`src/sv/pmba_pkg.sv`:
```
`timescale 1ns / 1ps
// ----------------------------------------------------------------------------
// pmba_pkg: shared constants and types for the priority map blend unit
// Register map, map size limits and fixed-point constants.
// ----------------------------------------------------------------------------
package pmba_pkg;

  localparam int MAX_DIM        = 1024;
  localparam int DIM_BITS       = $clog2(MAX_DIM);   // raster counters
  localparam int CFG_DIM_BITS   = 11;                // map_width / map_height
  localparam int GAIN_BITS      = 16;                // unsigned Q4.12
  localparam int GAIN_FRAC      = 12;
  localparam int RAD_BITS       = 16;                // unsigned Q10.6
  localparam int ROOT_BITS      = 17;                // radius result, Q.6
  localparam int DIR_BITS       = 11;
  localparam int CFG_ADDR_BITS  = 3;
  localparam int CFG_DATA_BITS  = 16;
  localparam int VALUE_BITS_DEF = 24;

  localparam logic [GAIN_BITS-1:0] GAIN_ONE = 16'd4096;

  // register indexes of the configuration port
  typedef enum logic [CFG_ADDR_BITS-1:0] {
    REG_MAP_WIDTH    = 3'd0,
    REG_MAP_HEIGHT   = 3'd1,
    REG_BLEND_MODE   = 3'd2,
    REG_PERIPH_GAIN  = 3'd3,
    REG_CENTER_GAIN  = 3'd4,
    REG_FIELD_RADIUS = 3'd5
  } cfg_reg_t;

  // size register clamped to 1..MAX_DIM
  function automatic logic [CFG_DIM_BITS-1:0] eff_dim(input logic [CFG_DIM_BITS-1:0] v);
    logic [CFG_DIM_BITS-1:0] r;
    if (v == '0) begin
      r = CFG_DIM_BITS'(1);
    end else if (v > CFG_DIM_BITS'(MAX_DIM)) begin
      r = CFG_DIM_BITS'(MAX_DIM);
    end else begin
      r = v;
    end
    return r;
  endfunction

endpackage

```
`src/sv/priority_map_blend_argmax_unit.sv`:
```
`timescale 1ns / 1ps
// ----------------------------------------------------------------------------
// priority_map_blend_argmax_unit: per-pixel priority blend with argmax search
// Channel    | dir | handshake           | contents
// cfg        | in  | cfg_we              | cfg_addr register index, cfg_wdata value
// s (pixel)  | in  | s_tvalid / s_tready | periph, central, history values
// m (result) | out | m_tvalid / m_tready | priority, fault, offsets; tlast = frame done
//
// One pixel at a time. Gained-max mode uses only the shared multiplier; weighted
// mode also runs on the shared shift/subtract unit (two 17-step square roots,
// one divide of VALUE_BITS+19 steps).
// Synchronous reset clears control, raster position and best tracking.
// A finished result waits in the output register; the next pixel is accepted
// meanwhile, and its result is held until that register frees up.
// ----------------------------------------------------------------------------
module priority_map_blend_argmax_unit #(
  parameter int VALUE_BITS = pmba_pkg::VALUE_BITS_DEF
) (
  input  logic                                  clk,
  input  logic                                  rst,
  input  logic                                  cfg_we,
  input  logic [pmba_pkg::CFG_ADDR_BITS-1:0]    cfg_addr,
  input  logic [pmba_pkg::CFG_DATA_BITS-1:0]    cfg_wdata,
  input  logic                                  s_tvalid,
  output logic                                  s_tready,
  // periph_value, central_value, history_value (from bit 0 up)
  input  logic [((3*VALUE_BITS+7)/8)*8-1:0]     s_tdata,
  output logic                                  m_tvalid,
  input  logic                                  m_tready,
  // priority_value, divide_fault, dir_x, dir_y (from bit 0 up)
  output logic [((VALUE_BITS+23+7)/8)*8-1:0]    m_tdata,
  output logic                                  m_tlast
);
  import pmba_pkg::*;

  localparam int VB    = VALUE_BITS;
  localparam int OUT_W = ((VB+23+7)/8)*8;
  localparam int MAW   = 19;              // multiplier operand a
  localparam int MBW   = VB + 1;          // multiplier operand b
  localparam int PW    = MAW + MBW;       // product
  localparam int DW    = VB + 19;         // dividend / radicand shift register
  localparam int SW    = 20;              // partial remainder
  localparam int SUMW  = VB + 37;         // wide accumulate
  localparam int CNTW  = $clog2(DW+1);
  localparam int D2W   = 22;              // squared distance
  localparam int SPW   = PW - GAIN_FRAC;  // gained value

  typedef enum logic [4:0] {
    S_IDLE, S_ISSUE, S_MX_P, S_MX_C, S_W_DY, S_W_CX, S_W_CY, S_W_M2,
    S_SQ_D, S_RP, S_SQ_M, S_BRANCH, S_IN_P, S_IN_SUM, S_DIV_IN, S_IN_Q,
    S_OUT_DIV0, S_DIV_OUT, S_OUT_FL, S_OUT_FH, S_OUT_SUM, S_FIN
  } state_t;

  state_t state;

  // configuration registers
  logic [CFG_DIM_BITS-1:0] map_width, map_height;
  logic                    blend_mode;
  logic [GAIN_BITS-1:0]    periph_gain, center_gain;
  logic [RAD_BITS-1:0]     field_radius;

  // raster and best tracking
  logic [DIM_BITS-1:0]     row_count, col_count, best_row, best_col;
  logic signed [VB-1:0]    best_value;
  logic                    have_best;

  // item registers
  logic signed [VB-1:0]    p_r, c_r, h_r;
  logic signed [11:0]      dx, dy;
  logic [D2W-1:0]          d2, m2;
  logic [ROOT_BITS-1:0]    rp;
  logic signed [SPW-1:0]   sp;
  logic signed [SUMW-1:0]  sum;
  logic                    neg;
  logic [ROOT_BITS-1:0]    fh;
  logic signed [VB-1:0]    prio_r;
  logic                    fault_r;

  // shared multiplier
  logic signed [MAW-1:0]   ma;
  logic signed [MBW-1:0]   mb;
  logic signed [PW-1:0]    prod;

  // shared shift/subtract unit (divide and square root)
  logic [DW-1:0]           acc, q;
  logic [SW-1:0]           rem;
  logic [ROOT_BITS-1:0]    dvs;
  logic [CNTW-1:0]         cnt;
  logic                    it_sqrt;
  logic [SW-1:0]           cand, trial;
  logic [SW:0]             diff;
  logic                    ge;

  // output register
  logic signed [VB-1:0]    o_prio;
  logic                    o_fault;
  logic signed [DIR_BITS-1:0] o_dx, o_dy;

  // derived geometry
  logic [CFG_DIM_BITS-1:0] w_eff, h_eff;
  logic [DIM_BITS-1:0]     cx, cy;
  logic [ROOT_BITS-1:0]    rc_ext, rc_m_rp, rp_m_rc;
  logic [GAIN_BITS-1:0]    gabs;
  logic [33:0]             factor_c;
  logic signed [SUMW-1:0]  n_sum, h_ext, quot, out_total;
  logic signed [SPW:0]     mx_res;

  assign w_eff   = eff_dim(map_width);
  assign h_eff   = eff_dim(map_height);
  assign cx      = w_eff[DIM_BITS:1];
  assign cy      = h_eff[DIM_BITS:1];
  assign rc_ext  = {1'b0, field_radius};
  assign rc_m_rp = rc_ext - rp;
  assign rp_m_rc = rp - rc_ext;
  assign gabs    = (periph_gain >= GAIN_ONE) ? periph_gain - GAIN_ONE : GAIN_ONE - periph_gain;
  assign factor_c = {{(34-GAIN_BITS){1'b0}}, GAIN_ONE} + q[33:0];
  assign h_ext   = {{(SUMW-VB){h_r[VB-1]}}, h_r};

  // saturate a wide signed value into VB bits
  function automatic logic signed [VB-1:0] sat(input logic signed [SUMW-1:0] v);
    logic signed [VB-1:0] r;
    if (v[SUMW-1:VB-1] == '0 || v[SUMW-1:VB-1] == '1) begin
      r = v[VB-1:0];
    end else if (v[SUMW-1]) begin
      r = {1'b1, {(VB-1){1'b0}}};
    end else begin
      r = {1'b0, {(VB-1){1'b1}}};
    end
    return r;
  endfunction

  // multiplier operand select
  always_comb begin
    ma = '0;
    mb = '0;
    case (state)
      S_ISSUE: begin
        if (!blend_mode) begin
          ma = {3'b0, periph_gain};
          mb = {p_r[VB-1], p_r};
        end else begin
          ma = {{(MAW-12){dx[11]}}, dx};
          mb = {{(MBW-12){dx[11]}}, dx};
        end
      end
      S_MX_P: begin
        ma = {3'b0, center_gain};
        mb = {c_r[VB-1], c_r};
      end
      S_W_DY: begin
        ma = {{(MAW-12){dy[11]}}, dy};
        mb = {{(MBW-12){dy[11]}}, dy};
      end
      S_W_CX: begin
        ma = {{(MAW-DIM_BITS){1'b0}}, cx};
        mb = {{(MBW-DIM_BITS){1'b0}}, cx};
      end
      S_W_CY: begin
        ma = {{(MAW-DIM_BITS){1'b0}}, cy};
        mb = {{(MBW-DIM_BITS){1'b0}}, cy};
      end
      S_BRANCH: begin
        if (rp < rc_ext) begin
          ma = {2'b0, rc_m_rp};
          mb = {c_r[VB-1], c_r};
        end else begin
          ma = {2'b0, rp_m_rc};
          mb = {{(MBW-GAIN_BITS){1'b0}}, gabs};
        end
      end
      S_IN_P: begin
        ma = {2'b0, rp};
        mb = {p_r[VB-1], p_r};
      end
      S_OUT_FL: begin
        ma = {2'b0, factor_c[ROOT_BITS-1:0]};
        mb = {p_r[VB-1], p_r};
      end
      S_OUT_FH: begin
        ma = {2'b0, fh};
        mb = {p_r[VB-1], p_r};
      end
      default: begin
        ma = '0;
        mb = '0;
      end
    endcase
  end

  // one step of restoring divide (1 bit) or square root (2 bits)
  always_comb begin
    cand  = it_sqrt ? {rem[SW-3:0], acc[DW-1:DW-2]} : {rem[SW-2:0], acc[DW-1]};
    trial = it_sqrt ? SW'({q[ROOT_BITS-1:0], 2'b01}) : SW'(dvs);
    diff  = {1'b0, cand} - {1'b0, trial};
    ge    = ~diff[SW];
  end

  // blend arithmetic feeding the result register
  always_comb begin
    n_sum     = sum + {{(SUMW-PW){prod[PW-1]}}, prod};
    quot      = neg ? -$signed({{(SUMW-DW){1'b0}}, q}) - SUMW'(rem != '0)
                    : $signed({{(SUMW-DW){1'b0}}, q});
    out_total = $signed(sum + ({{(SUMW-PW){prod[PW-1]}}, prod} <<< ROOT_BITS)) >>> GAIN_FRAC;
    mx_res    = ((sp > $signed(prod[PW-1:GAIN_FRAC])) ? {sp[SPW-1], sp}
                 : {prod[PW-1], prod[PW-1:GAIN_FRAC]}) - {{(SPW+1-VB){h_r[VB-1]}}, h_r};
  end

  // result and tracking helpers
  logic                 take, done;
  logic [DIM_BITS-1:0]  nb_row, nb_col;
  assign take   = !have_best || (prio_r > best_value);
  assign nb_row = take ? row_count : best_row;
  assign nb_col = take ? col_count : best_col;
  assign done   = ({1'b0, col_count} >= w_eff - 1'b1) && ({1'b0, row_count} >= h_eff - 1'b1);

  assign s_tready = (state == S_IDLE);
  assign m_tdata  = OUT_W'({o_dy, o_dx, o_fault, o_prio});

  // configuration writes
  always_ff @(posedge clk) begin
    if (rst) begin
      map_width    <= 11'd64;
      map_height   <= 11'd64;
      blend_mode   <= 1'b0;
      periph_gain  <= GAIN_ONE;
      center_gain  <= GAIN_ONE;
      field_radius <= 16'd2048;
    end else if (cfg_we) begin
      unique case (cfg_addr)
        REG_MAP_WIDTH:    map_width    <= cfg_wdata[CFG_DIM_BITS-1:0];
        REG_MAP_HEIGHT:   map_height   <= cfg_wdata[CFG_DIM_BITS-1:0];
        REG_BLEND_MODE:   blend_mode   <= cfg_wdata[0];
        REG_PERIPH_GAIN:  periph_gain  <= cfg_wdata;
        REG_CENTER_GAIN:  center_gain  <= cfg_wdata;
        REG_FIELD_RADIUS: field_radius <= cfg_wdata;
        default: ;
      endcase
    end
  end

  // multiplier output register
  always_ff @(posedge clk) begin
    prod <= ma * mb;
  end

  // sequencer, shared unit, tracking and output register
  always_ff @(posedge clk) begin
    if (rst) begin
      state      <= S_IDLE;
      m_tvalid   <= 1'b0;
      row_count  <= '0;
      col_count  <= '0;
      best_row   <= '0;
      best_col   <= '0;
      best_value <= '0;
      have_best  <= 1'b0;
    end else begin
      // word taken and no new result loaded this cycle
      if (m_tvalid && m_tready && state != S_FIN) begin
        m_tvalid <= 1'b0;
      end
      // iteration step, active in all loop states
      if (state == S_SQ_D || state == S_SQ_M || state == S_DIV_IN || state == S_DIV_OUT) begin
        rem <= ge ? diff[SW-1:0] : cand;
        q   <= {q[DW-2:0], ge};
        acc <= it_sqrt ? (acc << 2) : (acc << 1);
        cnt <= cnt - 1'b1;
      end
      unique case (state)
        S_IDLE: begin
          if (s_tvalid) begin
            p_r     <= s_tdata[VB-1:0];
            c_r     <= s_tdata[2*VB-1:VB];
            h_r     <= s_tdata[3*VB-1:2*VB];
            dx      <= {2'b0, col_count} - {2'b0, cx};
            dy      <= {2'b0, row_count} - {2'b0, cy};
            fault_r <= 1'b0;
            state   <= S_ISSUE;
          end
        end
        S_ISSUE: state <= blend_mode ? S_W_DY : S_MX_P;
        S_MX_P: begin
          sp    <= prod[PW-1:GAIN_FRAC];
          state <= S_MX_C;
        end
        S_MX_C: begin
          prio_r <= sat({{(SUMW-SPW-1){mx_res[SPW]}}, mx_res});
          state  <= S_FIN;
        end
        S_W_DY: begin
          d2    <= prod[D2W-1:0];
          state <= S_W_CX;
        end
        S_W_CX: begin
          d2    <= d2 + prod[D2W-1:0];
          state <= S_W_CY;
        end
        S_W_CY: begin
          m2    <= prod[D2W-1:0];
          state <= S_W_M2;
        end
        S_W_M2: begin
          m2      <= m2 + prod[D2W-1:0];
          acc     <= {d2, {(DW-D2W){1'b0}}};
          rem     <= '0;
          q       <= '0;
          cnt     <= CNTW'(ROOT_BITS);
          it_sqrt <= 1'b1;
          state   <= S_SQ_D;
        end
        S_SQ_D: if (cnt == CNTW'(1)) state <= S_RP;
        S_RP: begin
          rp      <= q[ROOT_BITS-1:0];
          acc     <= {m2, {(DW-D2W){1'b0}}};
          rem     <= '0;
          q       <= '0;
          cnt     <= CNTW'(ROOT_BITS);
          it_sqrt <= 1'b1;
          state   <= S_SQ_M;
        end
        S_SQ_M: if (cnt == CNTW'(1)) state <= S_BRANCH;
        S_BRANCH: begin
          if (rp < rc_ext) begin
            state <= S_IN_P;
          end else if (q[ROOT_BITS-1:0] <= rc_ext) begin
            // zero or negative divisor outside the field
            fault_r <= 1'b1;
            prio_r  <= '0;
            state   <= S_FIN;
          end else begin
            dvs   <= q[ROOT_BITS-1:0] - rc_ext;
            state <= S_OUT_DIV0;
          end
        end
        S_IN_P: begin
          sum   <= {{(SUMW-PW){prod[PW-1]}}, prod};
          state <= S_IN_SUM;
        end
        S_IN_SUM: begin
          neg     <= n_sum[SUMW-1];
          acc     <= n_sum[SUMW-1] ? DW'(-n_sum) : DW'(n_sum);
          rem     <= '0;
          q       <= '0;
          dvs     <= rc_ext;
          cnt     <= CNTW'(DW);
          it_sqrt <= 1'b0;
          state   <= S_DIV_IN;
        end
        S_DIV_IN: if (cnt == CNTW'(1)) state <= S_IN_Q;
        S_IN_Q: begin
          prio_r <= sat(quot - h_ext);
          state  <= S_FIN;
        end
        S_OUT_DIV0: begin
          acc     <= DW'(prod);
          rem     <= '0;
          q       <= '0;
          cnt     <= CNTW'(DW);
          it_sqrt <= 1'b0;
          state   <= S_DIV_OUT;
        end
        S_DIV_OUT: if (cnt == CNTW'(1)) state <= S_OUT_FL;
        S_OUT_FL: begin
          fh    <= factor_c[33:ROOT_BITS];
          state <= S_OUT_FH;
        end
        S_OUT_FH: begin
          sum   <= {{(SUMW-PW){prod[PW-1]}}, prod};
          state <= S_OUT_SUM;
        end
        S_OUT_SUM: begin
          prio_r <= sat(out_total - h_ext);
          state  <= S_FIN;
        end
        S_FIN: begin
          if (!m_tvalid || m_tready) begin
            m_tvalid <= 1'b1;
            o_prio   <= prio_r;
            o_fault  <= fault_r;
            m_tlast  <= done;
            if (done) begin
              o_dx       <= {1'b0, nb_col} - {1'b0, cx};
              o_dy       <= {1'b0, nb_row} - {1'b0, cy};
              row_count  <= '0;
              col_count  <= '0;
              best_row   <= '0;
              best_col   <= '0;
              best_value <= '0;
              have_best  <= 1'b0;
            end else begin
              o_dx <= '0;
              o_dy <= '0;
              if (take) begin
                best_value <= prio_r;
                best_row   <= row_count;
                best_col   <= col_count;
                have_best  <= 1'b1;
              end
              if ({1'b0, col_count} >= w_eff - 1'b1) begin
                col_count <= '0;
                row_count <= row_count + 1'b1;
              end else begin
                col_count <= col_count + 1'b1;
              end
            end
            state <= S_IDLE;
          end
        end
        default: state <= S_IDLE;
      endcase
    end
  end

  // a faulted pixel always reports zero priority
  a_fault_zero: assert property (@(posedge clk) disable iff (rst)
    m_tvalid && o_fault |-> o_prio == '0)
    else $error("fault word with nonzero priority");

  // offsets only travel with the frame's last word
  a_dir_last: assert property (@(posedge clk) disable iff (rst)
    m_tvalid && !m_tlast |-> o_dx == '0 && o_dy == '0)
    else $error("offset outside frame end");

  // one pixel in flight
  a_busy: assert property (@(posedge clk) disable iff (rst)
    s_tvalid && s_tready |=> !s_tready)
    else $error("accepted a pixel while busy");

  // a finished result waits while the output register is blocked
  a_fin_hold: assert property (@(posedge clk) disable iff (rst)
    state == S_FIN && m_tvalid && !m_tready |=> state == S_FIN)
    else $error("result dropped while output stalled");

endmodule
```
`config.mk`:
```
export PLATFORM = sky130hd
export DESIGN_NAME = priority_map_blend_argmax_unit
export DESIGN_NICKNAME = d
export VERILOG_FILES = /design/src/sv/pmba_pkg.sv /design/src/sv/priority_map_blend_argmax_unit.sv
export SDC_FILE = /design/constraint.sdc
export NUM_CORES = 2
export LEC_CHECK = 0
export BUFFER_PORTS_ARGS = -buffer_cell sky130_fd_sc_hd__buf_2
export CAP_MARGIN = 40
export CELL_PAD_IN_SITES_DETAIL_PLACEMENT = 2
export CELL_PAD_IN_SITES_GLOBAL_PLACEMENT = 2
export CORE_ASPECT_RATIO = 2
export CORE_MARGIN = 3
export CORE_UTILIZATION = 25
export CTS_BUF_LIST = sky130_fd_sc_hd__clkbuf_4 sky130_fd_sc_hd__clkbuf_8
export DETAILED_ROUTE_END_ITERATION = 12
export GPL_ROUTABILITY_DRIVEN = 0
export PLACE_DENSITY = 0.6
export SLEW_MARGIN = 20
export SYNTH_ARGS = -nofsm -noshare
export SYNTH_HDL_FRONTEND = slang
export SYNTH_SLANG_ARGS = --single-unit
export TNS_END_PERCENT = 100
```
`constraint.sdc`:
```
create_clock -name clk -period 21.9 [get_ports clk]
set_input_delay 4.38 -clock clk [delete_from_list [all_inputs] [get_ports clk]]
set_output_delay 4.38 -clock clk [all_outputs]
set_load 0.01 [all_outputs]
```
# Word-level counts from Yosys, hierarchy flattened
# Index checks and enable logic that the tools add are counted.
# op_classes
n_addsub	26
n_mul	1
order_cmp	9
n_eq_ne	40
mux	68
n_bitwise	2
n_reduce_logical	64
# op_table
operator	n
$mux 24	10
$pmux 25 s7	1
$mux 43	4
$pmux 43 s4	1
$pmux 19 s9	1
$eq 38x38->1 const B	3
$logic_not 38->1	3
$pmux 5 s20	1
$pmux 24 s4	1
$pmux 22 s2	2
$mux 10	8
$add 61x61->61	1
$mux 61	1
$neg 43->61	1
$sub 61x1->61	1
$sub 61x24->61	1
$mux 20	3
$mux 17	3
$mux 25	2
$sub 49x24->50	1
$add 44x44->45	1
$add 22x22->22	2
$mul 19x25->44	1
$mux 11	4
other kinds (61)	153
# word_totals
ff_bits	640
input_bits	96
word_cells	250

# Logic depth before layout (Yosys ltp)
# logic_depth
ltp_word	8
ltp_mapped	44
ltp_nobuf	42

# Worst setup path before layout
# Ideal clock, no wire load.
# synth_path
path_kind	register -> register
from	register field_radius[1]
to	register prod[42]
setup_ns	0.072
t_arrival_ns	10.214
required_ns	21.828
setup_slack_ns	11.614
stages_incl_launch_ff	42
period_less_slack_ns	10.286
path_cell_list	dfxtp_1 -> inv_1 -> ha_1 -> nor2b_1 -> o21a_1 -> o21bai_1 -> a21boi_1 -> o21ai_0 -> a21oi_1 -> o21a_1 -> o21ai_1 -> clkbuf_1 -> a21boi_0 -> o32ai_1 -> xor2_1 -> a2111oi_1 -> clkbuf_1 -> nor2_1 -> (+6 left out) -> fa_1 -> fa_1 -> inv_1 -> fa_1 -> inv_1 -> ha_1 -> a21o_1 -> a21o_1 -> a2111oi_0 -> o211a_1 -> nor3_1 -> nor3_1 -> nand2b_1 -> o32ai_1 -> o41ai_1 -> o2111ai_1 -> a21oi_1 -> xnor2_1
# synth_between
elab_chain_len	4
word_cells_on_any_way	8
classes_between	2 x add/sub; 1 x mul; 1 x order compare; 4 x mux
# synth_lines
item	line_no	source
start, declared	priority_map_blend_argmax_unit.sv:60	logic [RAD_BITS-1:0] field_radius;
start signal, assigned	priority_map_blend_argmax_unit.sv:235	REG_FIELD_RADIUS: field_radius <= cfg_wdata;
$sub 17x16->17, or another cell as far along	priority_map_blend_argmax_unit.sv:114	assign rp_m_rc = rp - rc_ext;
$mux 17 or $mux 25 (tied branches)	priority_map_blend_argmax_unit.sv:163	if (rp < rc_ext) begin
$pmux 19 s9 or $pmux 25 s7 (tied branches)	priority_map_blend_argmax_unit.sv:136	case (state)
$mul 19x25->44 (*)	priority_map_blend_argmax_unit.sv:243	prod <= ma * mb;
end signal, assigned	priority_map_blend_argmax_unit.sv:243	
end, declared	priority_map_blend_argmax_unit.sv:82	logic signed [PW-1:0] prod;
# Mark *: on every way between the ends. The rest lies on a longest branch, timed or not.
# A chain may end at the register's enable or synchronous reset.

# Final worst setup path
# layout_path
from	register field_radius[12]
to	register prod[43]
# The elaborated chain is that of the path after synthesis.

==> flow_summary.yaml <==
floorplan:
  core_area_um2: 275000
  placementRows: 272
  pin_count: 147
  start_util_pct: 25.2
  die_area_um2: 283000
  die_w_um: 378
  die-height_um: 750
synthesis:
  synth-seq-area-share_pct: 25.0
  syn_avg_cell_area_um2: 8.85
  ys_async_sr_fraction_pct: 0
  synth-seq-cells: 638
  ys_types: 107
  postSynthCellCount: 7812
  syn_area_um2: 69100
  yosysTopAreaCellShare_pct: 19.6
  yosysTopAreaCell: "edfxtp_1"
  synth_edf_count: 452
  yosys_most_used_dff: "edfxtp_1"
  yosysWarnings: 0
  synth_area_leaders: "edfxtp_1 (20%), fa_1 (14%), ha_1 (12%)"
grt:
  track_usage_pct: 22.5
  first_global_vias: 70422
  antenna_found_initial: 10
  grt_max_degree: 83
  overflow: 0
  grt_pass1_wl_mm: 472
power_and_ir_drop:
  p_leak_nw: 33.1
  peakVddDrop_mv: 0.125
  power_density_nw_per_um2: 146
setup_path:
  crit_top_cell: "fa_1"
  rr_endpoint: "prod[43]"
  end_kind: "register"
  crit_fanout: 24
  startpoint_type: "register"
  critPathArrivalTime_ns: 12.95
  critical-path-max-stage-delay_ns: 0.65
  worstSetupPathType: "reg2reg"
  r2r_cells: 39
  cp_slowest_cell: "ha_1"
  r2r_slack_ns: 9.67
  rr_startpoint: "field_radius[12]"
  critPathRequiredTime_ns: 22.62
clock_tree:
  hold_buffers: 0
  clk_transition_reported_paths_ns: 0.07
  cts_tree: "done"
  numCtsBuffers: 102
  cts_max_path_buffers: 3
  post_cts_resized: 0
  post_cts_buffers: 0
  cts_num_sinks: 638
  cts.htree.levels: 3
  clk_latency_ns: 0.85
  root_buffer: "clkbuf_8"
min_path:
  hold_path_class: "reg2reg"
  hold_depth: 2
  hp-start: "center_gain[6]"
  hold_path_end: "center_gain[6]"
final_layout:
  syn_to_final_growth_pct: 12.0
  drive_gt1_share_pct: 9.11
  final_common_cell: "inv_1"
  most-common-layout-cells: "inv_1 (823), nand2_1 (782), ha_1 (654)"
  finalInstanceArea_um2: 77400
  fin_nets: 9183
route:
  vias_per_cell: 5.32
  wl_mm: 323
  vias: 61754
  postRouteAntennaNets: 0
  drc: 0
  drtPass1Iterations: 7
  wl_per_cell_um: 27.8
  drt-initial-drc-count: 2535
timing:
  fmax_mhz: 81.8
  worst_pin_slew_ns: 0.953
  tns_ns: 0
  setup_viol: 0
  fin_crit_ns: 12.23
  grt_setup_unrepaired: "false"
  slew_headroom_pct: 36.5
  finalCritPeriodShare_pct: 55.8
  final.setup_skew_ns: 0.105
  hold_slack_ns: 0.462
  hold_viol_final: 0
  slew_violations: 0
status:
  outcome: "completed"
placement:
  dp_hpwl_mm: 267
  placed_cell_area_um2: 75000
  io_buffers: 145
run:
  maxCapViolations: 0
==> per-stage QoR <==
stage	cells	worst slack (ns)	power [mW]	utilization, %
floorplan	7825	11.61	7.06	-
global placement	11370	9.44	9.86	27.2
detailed placement	11402	9.77	10.1	27.3
CTS	11594	9.64	11.4	28.1
global route	11611	9.04	12.3	28.2
finish	11614	9.67	11.3	28.2
==> logic make-up after synthesis <==
family | Yosys count | share of synthesized area (%)
XOR/XNOR | 435 | 5.53
multiplexers | 183 | 2.78
AND/OR/NAND/NOR | 2292 | 15.6
flip-flops | 638 | 25.0
buffers and inverters | 1145 | 6.26
other | 2 | 0.0109
adder cells (fa/ha/maj) | 1129 | 25.6
AO/OA/AOI/OAI | 1988 | 19.2
==> where the power goes <==
group | switching (mW) | leakage, nW | internal, mW | total, mW
sequential | 0.0889 | 5.61 | 1.52 | 1.61
clock | 0.582 | 1.21 | 0.626 | 1.21
combinational | 5.43 | 26.3 | 3.06 | 8.49
==> critical path, delay by kind of cell (launching register included) <==
kind	cells	cell delay (ns)
buf+inv	7	1.43
flops	1	0.40
simple gates	3	0.56
compound gates	18	4.85
xor+xnor	2	0.32
fa+ha+maj	9	4.46
==> cells in the mapped netlist, types with 85 or more instances <==
master	count
dfxtp_1	186
xnor2_1	287
ha_1	654
nor2b_1	85
clkbuf_1	284
a21oi_1	563
nand3_1	131
fa_1	475
inv_1	824
nand2_1	783
nor3_1	132
edfxtp_1	452
o21ai_0	320
nor2_1	622
a21o_1	229
xor2_1	147
mux2i_1	110
==> sequential cells by signal (all words and copies together), names as in the netlist, 16 cells and up <==
name	flops
best_value	24
h_r	24
periph_gain	16
c_r	24
sum	44
p_r	24
prod	44
center_gain	16
field_radius	16
q	43
prio_r	24
dvs	17
rem	20
fh	17
acc	43
m2	22
rp	17
o_prio	24
d2	22
sp	32
==> worst max-delay path by stage <==
| stage | endpoint | cells after the start | start | slack, ns |
|---|---|---|---|---|
| 3_3_place_gp | prod[43] | 37 | rp[12] | 9.44 |
| 3_5_place_dp | prod[42] | 40 | field_radius[12] | 9.77 |
| 4_1_cts | prod[42] | 40 | field_radius[12] | 9.64 |
| 5_1_grt | prod[42] | 40 | field_radius[12] | 9.04 |
| 2_1_floorplan | prod[42] | 41 | field_radius[1] | 11.61 |
| 6_report | prod[43] | 39 | field_radius[12] | 9.67 |
==> final cells by class <==
type | instances | area [µm²]
clock inverter | 43 | 395
fill | 30964 | 197000
inverter | 828 | 3110
antenna | 6 | 15.0
timing repair buffer | 346 | 2330
multi-input combinational | 6042 | 47900
clock buffer | 149 | 1880
sequential | 638 | 17300
tap | 3562 | 4460
==> layer usage <==
layer | share of wire (%) | vias up | GRT usage (%)
met3 | 2.4 | 727 | 2.10
met2 | 55 | 1248 | 44.5
met4 | 9.3 | 6 | 17.8
li1 | - | 27829 | -
met5 | 0.013 | - | 0
met1 | 33 | 31944 | 20.7
(Power assumes the default switching activity.)
